==> src/rtl/core/wsfd_pkg.sv <==
// wsfd_pkg: types, constants and the action_of helper shared by the frame deframer modules.
// No dependencies.
`default_nettype none

package wsfd_pkg;

  typedef enum logic [2:0] {
    PH_FIRST = 3'd0,
    PH_LEN   = 3'd1,
    PH_EXT   = 3'd2,
    PH_MASK  = 3'd3,
    PH_DATA  = 3'd4
  } parse_phase_t;

  typedef enum logic [1:0] {
    KIND_PAYLOAD = 2'd0,
    KIND_EMPTY   = 2'd1,
    KIND_OVERSIZE = 2'd2
  } kind_t;

  typedef enum logic [2:0] {
    ACT_DELIVER     = 3'd0,
    ACT_PONG        = 3'd1,
    ACT_DROP        = 3'd2,
    ACT_CLOSE_ECHO  = 3'd3,
    ACT_CLOSE_QUIET = 3'd4
  } action_t;

  localparam logic [3:0] OP_TEXT  = 4'h1;
  localparam logic [3:0] OP_BIN   = 4'h2;
  localparam logic [3:0] OP_CLOSE = 4'h8;
  localparam logic [3:0] OP_PING  = 4'h9;
  localparam logic [3:0] OP_PONG  = 4'hA;

  localparam logic [6:0] LEN7_EXT16 = 7'd126;
  localparam logic [6:0] LEN7_EXT64 = 7'd127;
  localparam logic [2:0] EXT16_CNT  = 3'd1;
  localparam logic [2:0] EXT64_CNT  = 3'd7;
  localparam logic [2:0] KEY_CNT    = 3'd3;

  localparam logic [31:0] MAX_LEN_RESET = 32'd1048576;

  typedef struct packed {
    kind_t       kind;
    logic [7:0]  data;
    logic [3:0]  opcode;
    action_t     action;
    logic        is_binary;
    logic        last;
  } wsfd_result_t;

  typedef struct packed {
    logic halted;
    logic in_payload;
  } wsfd_status_t;

  function automatic action_t action_of(logic [3:0] op, logic closing);
    action_t a;
    unique case (op)
      OP_TEXT, OP_BIN: a = ACT_DELIVER;
      OP_PING:         a = ACT_PONG;
      OP_CLOSE:        a = closing ? ACT_CLOSE_QUIET : ACT_CLOSE_ECHO;
      default:         a = ACT_DROP;
    endcase
    return a;
  endfunction

endpackage

`default_nettype wire

==> src/rtl/core/websocket_frame_deframer_top.sv <==
// websocket_frame_deframer_top: byte-serial WebSocket frame deframer.
// Depends on wsfd_pkg and wsfd_parser.
//
// Usage:
//   Input channel (in_valid/in_ready): one received stream byte per request,
//   with client_closing sampled alongside it.
//   Output channel (out_valid/out_ready): one result per payload byte, one
//   marker per empty frame, or one oversize error. Header bytes give none.
//   Config: APB register 0 at address 0 is max_frame_len (reset 1048576).
//   Results: each result is registered and appears in the cycle after the byte that caused it.
//   Throughput: one byte per cycle; a new byte is taken while a result sits
//   in the output register as long as out_ready is high in that cycle.
//   Stall: with out_ready low and a result held, in_ready drops until the
//   result is taken; nothing is lost or repeated.
//   Reset (rst, synchronous): parser returns to awaiting a first header
//   byte, output is emptied, max_frame_len returns to its reset value.
//   After a close frame or an oversize error all bytes are accepted and
//   discarded until reset.
`default_nettype none

module websocket_frame_deframer_top #(
  parameter int LEN_BITS = 64
) (
  input  wire         clk,
  input  wire         rst,
  input  wire         psel,
  input  wire         penable,
  input  wire         pwrite,
  input  wire  [2:0]  paddr,
  input  wire  [31:0] pwdata,
  output logic [31:0] prdata,
  output logic        pready,
  input  wire         in_valid,
  output logic        in_ready,
  input  wire  [7:0]  rx_byte,
  input  wire         client_closing,
  output logic        out_valid,
  input  wire         out_ready,
  output logic [1:0]  kind,
  output logic [7:0]  data,
  output logic [3:0]  opcode,
  output logic [2:0]  action,
  output logic        is_binary,
  output logic        last
);
  import wsfd_pkg::*;

  logic [31:0]  max_frame_len;
  logic         in_fire;
  logic         res_valid;
  wsfd_result_t res;
  wsfd_result_t res_q;
  wsfd_status_t status;

  assign pready = 1'b1;

  always_ff @(posedge clk) begin
    if (rst) begin
      max_frame_len <= MAX_LEN_RESET;
    end else if (psel && penable && pwrite && !paddr[2]) begin
      max_frame_len <= pwdata;
    end
  end

  assign prdata = paddr[2] ? 32'd0 : max_frame_len;

  assign in_ready = !out_valid || out_ready;
  assign in_fire  = in_valid && in_ready;

  wsfd_parser #(.LEN_BITS(LEN_BITS)) u_parser (
    .clk            (clk),
    .rst            (rst),
    .in_fire        (in_fire),
    .rx_byte        (rx_byte),
    .client_closing (client_closing),
    .max_frame_len  (max_frame_len),
    .res_valid      (res_valid),
    .res            (res),
    .status         (status)
  );

  always_ff @(posedge clk) begin
    if (rst) begin
      out_valid <= 1'b0;
    end else if (in_ready) begin
      out_valid <= res_valid;
    end
  end

  always_ff @(posedge clk) begin
    if (in_ready && res_valid) begin
      res_q <= res;
    end
  end

  assign kind      = res_q.kind;
  assign data      = res_q.data;
  assign opcode    = res_q.opcode;
  assign action    = res_q.action;
  assign is_binary = res_q.is_binary;
  assign last      = res_q.last;

  a_result_needs_byte: assert property (@(posedge clk) disable iff (rst)
    res_valid |-> in_fire)
    else $error("result without an accepted byte");

  a_halted_silent: assert property (@(posedge clk) disable iff (rst)
    status.halted |-> !res_valid)
    else $error("result produced while halted");

  a_halt_sticky: assert property (@(posedge clk) disable iff (rst)
    status.halted |=> status.halted)
    else $error("halt cleared without reset");

  a_marker_ends_frame: assert property (@(posedge clk) disable iff (rst)
    res_valid && res.kind != KIND_PAYLOAD |-> res.last && res.data == 8'd0)
    else $error("marker or error not final or carries data");

endmodule

`default_nettype wire

==> src/rtl/core/wsfd_parser.sv <==
// wsfd_parser: frame header state and per-byte result logic.
// Depends on wsfd_pkg.
`default_nettype none

module wsfd_parser #(
  parameter int LEN_BITS = 64
) (
  input  wire                   clk,
  input  wire                   rst,
  input  wire                   in_fire,
  input  wire  [7:0]            rx_byte,
  input  wire                   client_closing,
  input  wire  [31:0]           max_frame_len,
  output logic                  res_valid,
  output wsfd_pkg::wsfd_result_t res,
  output wsfd_pkg::wsfd_status_t status
);
  import wsfd_pkg::*;

  localparam int CMP_W = (LEN_BITS > 32) ? LEN_BITS : 32;

  parse_phase_t          phase, phase_next;
  logic [2:0]            cnt, cnt_next;
  logic [3:0]            frame_op, frame_op_next;
  logic                  mask_on, mask_on_next;
  logic [LEN_BITS-1:0]   remaining, remaining_next;
  logic                  len_ovf, len_ovf_next;
  logic [31:0]           key, key_next;
  logic [1:0]            key_idx, key_idx_next;
  logic                  halted, halted_next;

  logic [LEN_BITS-1:0]   ext_len;
  logic                  ext_ovf;
  logic [LEN_BITS-1:0]   hd_len;
  logic                  hd_ovf;
  logic                  too_long;
  logic                  finish;
  logic [LEN_BITS-1:0]   rem_dec;
  logic [7:0]            key_byte;

  always_ff @(posedge clk) begin
    if (rst) begin
      phase     <= PH_FIRST;
      cnt       <= '0;
      frame_op  <= '0;
      mask_on   <= 1'b0;
      remaining <= '0;
      len_ovf   <= 1'b0;
      key       <= '0;
      key_idx   <= '0;
      halted    <= 1'b0;
    end else begin
      phase     <= phase_next;
      cnt       <= cnt_next;
      frame_op  <= frame_op_next;
      mask_on   <= mask_on_next;
      remaining <= remaining_next;
      len_ovf   <= len_ovf_next;
      key       <= key_next;
      key_idx   <= key_idx_next;
      halted    <= halted_next;
    end
  end

  // extended length shifts in a byte; anything pushed past LEN_BITS is sticky
  assign ext_len  = {remaining[LEN_BITS-9:0], rx_byte};
  assign ext_ovf  = len_ovf | (|remaining[LEN_BITS-1 -: 8]);
  assign rem_dec  = remaining - LEN_BITS'(1);
  assign key_byte = key[31 - 8*key_idx -: 8];

  always_comb begin
    unique case (phase)
      PH_LEN:  begin hd_len = LEN_BITS'(rx_byte[6:0]); hd_ovf = 1'b0; end
      PH_EXT:  begin hd_len = ext_len; hd_ovf = ext_ovf; end
      default: begin hd_len = remaining; hd_ovf = len_ovf; end
    endcase
  end

  assign too_long = hd_ovf | (CMP_W'(hd_len) > CMP_W'(max_frame_len));

  always_comb begin
    phase_next     = phase;
    cnt_next       = cnt;
    frame_op_next  = frame_op;
    mask_on_next   = mask_on;
    remaining_next = remaining;
    len_ovf_next   = len_ovf;
    key_next       = key;
    key_idx_next   = key_idx;
    halted_next    = halted;
    finish         = 1'b0;
    res_valid      = 1'b0;
    res.kind       = KIND_PAYLOAD;
    res.data       = '0;
    res.opcode     = frame_op;
    res.action     = action_of(frame_op, client_closing);
    res.is_binary  = (frame_op == OP_BIN);
    res.last       = 1'b0;

    if (in_fire && !halted) begin
      unique case (phase)
        PH_FIRST: begin
          frame_op_next = rx_byte[3:0];
          phase_next    = PH_LEN;
        end
        PH_LEN: begin
          mask_on_next   = rx_byte[7];
          key_next       = '0;
          len_ovf_next   = 1'b0;
          remaining_next = '0;
          if (rx_byte[6:0] == LEN7_EXT16 || rx_byte[6:0] == LEN7_EXT64) begin
            cnt_next   = (rx_byte[6:0] == LEN7_EXT16) ? EXT16_CNT : EXT64_CNT;
            phase_next = PH_EXT;
          end else if (rx_byte[7]) begin
            remaining_next = hd_len;
            cnt_next       = KEY_CNT;
            phase_next     = PH_MASK;
          end else begin
            finish = 1'b1;
          end
        end
        PH_EXT: begin
          remaining_next = ext_len;
          len_ovf_next   = ext_ovf;
          if (cnt != 3'd0) begin
            cnt_next = cnt - 3'd1;
          end else if (mask_on) begin
            cnt_next   = KEY_CNT;
            phase_next = PH_MASK;
          end else begin
            finish = 1'b1;
          end
        end
        PH_MASK: begin
          key_next = {key[23:0], rx_byte};
          if (cnt != 3'd0) begin
            cnt_next = cnt - 3'd1;
          end else begin
            finish = 1'b1;
          end
        end
        PH_DATA: begin
          res_valid      = 1'b1;
          res.data       = mask_on ? (rx_byte ^ key_byte) : rx_byte;
          res.last       = (rem_dec == '0);
          key_idx_next   = key_idx + 2'd1;
          remaining_next = rem_dec;
          if (rem_dec == '0) begin
            phase_next = PH_FIRST;
            if (frame_op == OP_CLOSE) halted_next = 1'b1;
          end
        end
        default: begin
          phase_next = PH_FIRST;
        end
      endcase

      // header complete: oversize error on a failed length check, else payload or a single marker
      if (finish) begin
        remaining_next = hd_len;
        if (too_long) begin
          res_valid   = 1'b1;
          res.kind    = KIND_OVERSIZE;
          res.action  = ACT_DROP;
          res.last    = 1'b1;
          halted_next = 1'b1;
          phase_next  = PH_FIRST;
        end else if (hd_len == '0) begin
          key_idx_next = '0;
          res_valid    = 1'b1;
          res.kind     = KIND_EMPTY;
          res.last     = 1'b1;
          phase_next   = PH_FIRST;
          if (frame_op == OP_CLOSE) halted_next = 1'b1;
        end else begin
          key_idx_next = '0;
          phase_next   = PH_DATA;
        end
      end
    end
  end

  assign status.halted     = halted;
  assign status.in_payload = (phase == PH_DATA);

endmodule

`default_nettype wire
==> config.mk <==
export PLATFORM = sky130hd
export DESIGN_NAME = websocket_frame_deframer_top
export DESIGN_NICKNAME = d
export VERILOG_FILES = /design/src/rtl/core/wsfd_pkg.sv /design/src/rtl/core/websocket_frame_deframer_top.sv /design/src/rtl/core/wsfd_parser.sv
export SDC_FILE = /design/constraint.sdc
export NUM_CORES = 1
export LEC_CHECK = 0
export ABC_CLOCK_PERIOD_IN_PS = 5300
export BUFFER_PORTS_ARGS = -buffer_cell sky130_fd_sc_hd__buf_2
export CAP_MARGIN = 20
export CORE_MARGIN = 5
export CORE_UTILIZATION = 50
export DETAILED_ROUTE_END_ITERATION = 7
export PLACE_DENSITY = 0.75
export SYNTH_ARGS = -nofsm -noshare
export SYNTH_HDL_FRONTEND = slang
export SYNTH_SLANG_ARGS = --single-unit
export TNS_END_PERCENT = 10
==> constraint.sdc <==
create_clock -name clk -period 5.3 [get_ports clk]
set_clock_uncertainty 0.05 [all_clocks]
set_input_delay 1.06 -clock clk [delete_from_list [all_inputs] [get_ports clk]]
set_output_delay 1.06 -clock clk [all_outputs]
set_load 0.03 [all_outputs]
* After elaboration in Yosys (flattened, before gate mapping)
Cells that the tools add are included.
** Storage, ports and cells
- Output and inout bits :: 54
- Flip-flop bits (word level) :: 163
- Memory bits (read-only) :: 0
- Logic and storage cells :: 132
- Bits of input ports :: 51
- Bits in writable memories :: 0
- Latch bits :: 0
- Memories kept :: 0
** Operators by class
- Bitwise operators :: 5
- Eq/ne operators :: 18
- Divide/modulo/power cells :: 0
- Mux-type cells :: 56
- Shift operators :: 1
- $mul :: 0
- Reductions and logical operators :: 29
- Add/sub/neg operators :: 4
- $lt $le $gt $ge :: 1
** Operators with widths (number)
- 2-to-1 mux 64 bit :: 3
- one-hot mux 64 bit (3 select lines) :: 1
- zero test 64 bit :: 2
- one-hot mux 64 bit (2 select lines) :: 1
- greater-than comparator 64 x 32 -> 1 bit :: 1
- one-hot mux 32 bit (2 select lines) :: 1
- subtractor 64 x 1 -> 64 bit (second input constant) :: 1
- 2-to-1 mux 3 bit :: 16
- indexed part select 39 x 33 -> 8 bit :: 1
- 2-to-1 mux 32 bit :: 1
- 2-to-1 mux 1 bit :: 23
- one-hot mux 3 bit (3 select lines) :: 2
- one-hot mux 3 bit (5 select lines) :: 1
- == test 7 bit (second input constant) :: 2
- AND reduction 2 bit :: 6
- != test 3 x 1 -> 1 bit (second input constant) :: 3
- == test 4 bit (second input constant) :: 2
- 2-to-1 mux 2 bit :: 4
- 2-to-1 mux 8 bit :: 1
- OR reduction 8 bit :: 1
- XOR 8 bit :: 1
- == test 3 x 2 -> 1 bit (second input constant) :: 2
- logical AND 1 bit :: 6
- AND reduction 6 bit :: 1
- 24 further kinds :: 31

* Longest topological paths before layout
- Depth in word-level cells :: 8
- Depth in mapped cells :: 17
- Depth with buffers taken out :: 14

* Cells and area by module
From an unflattened synthesis, not the netlist that was laid out.
** Unflattened totals
- Cells, all modules :: 1504
- Area total of the unflattened synthesis :: 11559.8 um^2
** Modules (own cells, without submodules)
- wsfd_parser :: times used 1, cells each 1302, area each 9250.1 um^2
- websocket_frame_deframer_top :: times used 1, cells each 202, area each 2309.7 um^2

* Least setup slack after synthesis
No wires, ideal clock.
- Path type :: register -> register
- From :: register u_parser.phase[2]
- To :: register res_q, in the netlist action[0] (enable)
- Library setup time :: 401 ps
- Data required time :: 4849 ps
- Clock period less this slack :: 4527 ps
- Data arrival time :: 4076 ps
- Stages on the path, launching flop included :: 18
- Buffers on the path :: 5
- Path slack :: 773 ps
- Cells stage by stage :: dfxtp_1 -> clkbuf_1 -> nor3b_1 -> clkbuf_1 -> clkbuf_1 -> clkbuf_1 -> buf_1 -> a22o_1 -> ha_1 -> nand4_1 -> nor2_1 -> and2_1 -> nor3b_1 -> a21oi_1 -> nor4_1 -> nand2b_1 -> nand2_1 -> a21oi_1
** On the way
- Cells in the longest elaborated chain, start to end :: 8
- Elaborated cells between the ends (all ways) :: 17
- Classes of those cells :: order compare: 1; eq/ne: 4; mux: 9; bitwise: 1; reduce/logical: 2
** Ends and longest elaborated chain
- start, declared :: RTL line wsfd_parser.sv:22 : parse_phase_t phase, phase_next;
- start signal, assigned :: RTL line wsfd_parser.sv:53 : phase <= phase_next;
- == test 3 x 2 -> 1 bit / == test 3 x 1 -> 1 bit (equally long branches) :: RTL line wsfd_parser.sv:72, wsfd_parser.sv:101
- one-hot mux 64 bit (2 select lines) :: RTL line wsfd_parser.sv:72 : unique case (phase)
- greater-than comparator 64 x 32 -> 1 bit / zero test 64 bit (equally long branches) :: RTL line wsfd_parser.sv:79, wsfd_parser.sv:168
- OR 1 bit / 2-to-1 mux 1 bit (equally long branches) :: RTL line wsfd_parser.sv:79, wsfd_parser.sv:168
- 2-to-1 mux 1 bit :: RTL line wsfd_parser.sv:161 : if (too_long) begin
- 2-to-1 mux 1 bit (*) :: RTL line wsfd_parser.sv:159 : if (finish) begin
- 2-to-1 mux 1 bit (*) :: RTL line wsfd_parser.sv:100 : if (in_fire && !halted) begin
- logical AND 1 bit (*) :: RTL line websocket_frame_deframer_top.sv:91 : if (in_ready && res_valid) begin
- end signal, assigned :: RTL line websocket_frame_deframer_top.sv:92 : res_q <= res;
- end, declared :: RTL line websocket_frame_deframer_top.sv:52 : wsfd_result_t res_q;
Mark *: on every way between the ends. The rest lies on a longest branch, timed or not. The select of a mux whose other input is x is not followed.
A chain may end at the register's enable or synchronous reset.

* Worst setup path after layout
- From :: register u_parser.phase[1]
- To :: register res_q, in the netlist data[5] (enable)
Same word-level chain as after synthesis.

==> qor.csv <==
metric;value;unit
outcome;finished clean;
core_area;0.0219;mm2
power_frac_seq;28.2;%
port_buffers;101;
grtUsageMet2;42.6;%
crit_path_max_fanout;23;
grt_pass1_wl;58.0;mm
drc;0;
placed_area;0.0116;mm2
ctsHoldBuffers;0;
synth_top_cells_by_area;dfxtp_1 26%, nand2_1 7.5%, nor2_1 6.0%;
netlist.area_leader.share;25.9;%
netlist_top_cells_count;221 x nand2_1, 179 x nor2_1, 144 x dfxtp_1;
grt-ovfl-total;0;
crit_slowest_cell;a21oi_2;
antenna_left;0;
avgViaCountPerCell;6.44;
synth_seq_area_share;31.0;%
syn_to_final_growth;10.6;%
fmax;0.217;GHz
clkSinkCount;163;
drive_gt1_share;13.9;%
antenna_found_initial;0;
required;5.32;ns
drv_slew;0;
synth.distinct_cells;83;
chipWidth;159;um
p_per_area;438;mW/mm2
syn_area;0.0111;mm2
busiest_layer;met2;
async_flop_share;0;%
p_sw;2500;uW
synth.mux.area_fraction;2.70;%
grtUsageMet1;37.3;%
place_hpwl;24.9;mm
power.internal;2880;uW
synth_fa_ha_area_share;4.05;%
vias;11703;
clk_pin_slew;0.08;ns
htreeDepth;4;
final_hold_viol_count;0;
root_buffer;clkbuf_16;
min_path_type;flop to flop;
start_kind;flop;
worst_pin_slew;0.989;ns
worstPathArrival;4.63;ns
synthFlopType;dfxtp_1;
wirelength;35.6;mm
syn_avg_cell_area;7.33;um2
ctsResizeCount;0;
ys_ff_latch;163;
initial_core_util;50.8;%
synth_simple_gate_area_share;30.2;%
yosys_warnings;0;
cpPeakStageDelay;0.77;ns
synth_xor_area_share;3.94;%
synth_top_family_by_area;simple AND/OR/NAND/NOR gates;
cts_tree;yes;
crit_path_cell_trace;nand2b_1 -> a21oi_1 -> buf_4 -> inv_1 -> a22o_1 -> ha_1 -> o21ai_0 -> o21a_1 -> nor3_1 -> o21ai_0 -> a21oi_1 -> nor4_1 -> buf_4 -> nand2b_1 -> nand2_1 -> a21oi_2;
dp_cells;1784;
fin_crit;4.62;ns
endpoint_kind;flop;
grtUsageMet3;5.15;%
rsz0062_at_grt;false;
place_congestion;0.999;
synth_edf_count;19;
clk_latency;0.45;ns
cts_setup_buffers;0;
nNetsFinal;1612;
first_pass_iters;6;
pin_count;105;
maxCapViolCount;0;
syn-num-nets;1604;
synth.most_common_cell;nand2_1;
wl_per_cell;19.6;um
design_area;0.0123;mm2
rows;54;
die_h;159;um
grt_pass1_vias;10855;
fin_tns_setup;0;ns
setup_viol;0;
grt_usage;27.2;%
slew_headroom;34.1;%
antennaDiodeCount;0;
fillCellCount;2107;
grt_max_degree;73;
critPathKind;flop to flop;
numCtsBuffers;17;
ir_drop;0.230;mV
fin_crit_sh;87.1;%
drtIter0Drc;1444;
dieArea;0.0253;mm2
cts_buffer_depth;2;
p_clk_share;24.2;%
swShare;46.5;%
yosysTopAreaCell;dfxtp_1;
synth-compound-area-share;21.0;%
fin_cells;1818;
power_frac_comb;47.6;%
leakage;0.00458;uW
syn-instance-count;1517;
## sequential cells by signal, indices dropped and copies added (netlist names)
name                cells
u_parser.key           32
last                    1
u_parser.len_ovf        1
action                  3
u_parser.remaining     64
is_binary               1
u_parser.mask_on        1
u_parser.phase          3
max_frame_len          32
u_parser.cnt            3
out_valid               1
u_parser.halted         1
u_parser.frame_op       4
u_parser.key_idx        2
data                    8
opcode                  4
kind                    2
## layout by cell type, fill, tap and decap left out, drive strengths merged, types with 8 or more instances in the layout
master,n
a21oi,132
nand2,221
ha,36
nor4,36
o21ai,76
nand4,28
nand2b,10
xor2,22
nand3,63
a22oi,46
mux4,8
nor2,179
clkinv,12
o31ai,8
nor3,57
o21a,8
dfxtp,144
or3,18
clkbuf,17
edfxtp,19
a211oi,20
xnor2,28
inv,57
or4,10
buf,130
nor3b,15
a221oi,10
a21o,10
mux2,8
## cell type report
cell class	count	area, um2	area share [%]
Clock buffer	17	425	3.46
Clock inverter	15	204	1.66
Inverter	54	203	1.65
Multi-Input combinational cell	1159	6910	56.2
Sequential cell	163	3450	28.1
Tap cell	280	350	2.85
Timing Repair Buffer	130	753	6.12
## power by group through the flow
stage	Clock (uW)	Sequential (uW)	Combinational [uW]
after floorplan	0	1460	1900
after global placement	0	1530	2440
after detailed placement	0	1540	2480
after CTS	1310	1510	2490
after global routing	1370	1530	2760
final	1300	1520	2570
## metal layers
| layer | vias up | wire length [um] |
|---|---|---|
| met5 | - | 0 |
| met4 | 0 | 1160 |
| met3 | 106 | 3590 |
| met2 | 686 | 16200 |
| met1 | 5487 | 14700 |
| li1 | 5424 | - |
## per-stage QoR
stage	util [%]	power [uW]	hold slack [ns]	setup WS [ns]
final	56.2	5390	0.404	0.684
after global routing	56.2	5660	0.419	0.381
after CTS	56.0	5320	0.404	0.783
after detailed placement	53.1	4010	0.395	0.822
after global placement	53.1	3980	0.385	0.876
after floorplan	-	3350	0.379	0.773
## worst max-delay path, delay by kind of cell, from the launching register on
family,cells,cell delay (ns)
compound gates,7,2.07
flops,1,0.62
fa+ha+maj,1,0.30
buf+inv,3,0.54
simple gates,5,0.65
## path summary, 6_finish.rpt
check | from | to | slack, ns | depth (start not counted)
worst max-delay path | u_parser.phase[1] | data[5] | 0.68 | 16
worst min-delay path | u_parser.key[31] | u_parser.key[31] | 0.40 | 2
worst max register to register | u_parser.phase[1] | data[5] | 0.68 | 16
worst min register to register | u_parser.key[31] | u_parser.key[31] | 0.40 | 2
## logic make-up after synthesis
group | after synthesis
AND/OR/NAND/NOR | 682
other | 1
AO/OA/AOI/OAI | 371
XOR/XNOR | 50
buffers and inverters | 195
multiplexers | 19
flip-flops | 163
adder cells (fa/ha/maj) | 36
(Power assumes the default switching activity.)
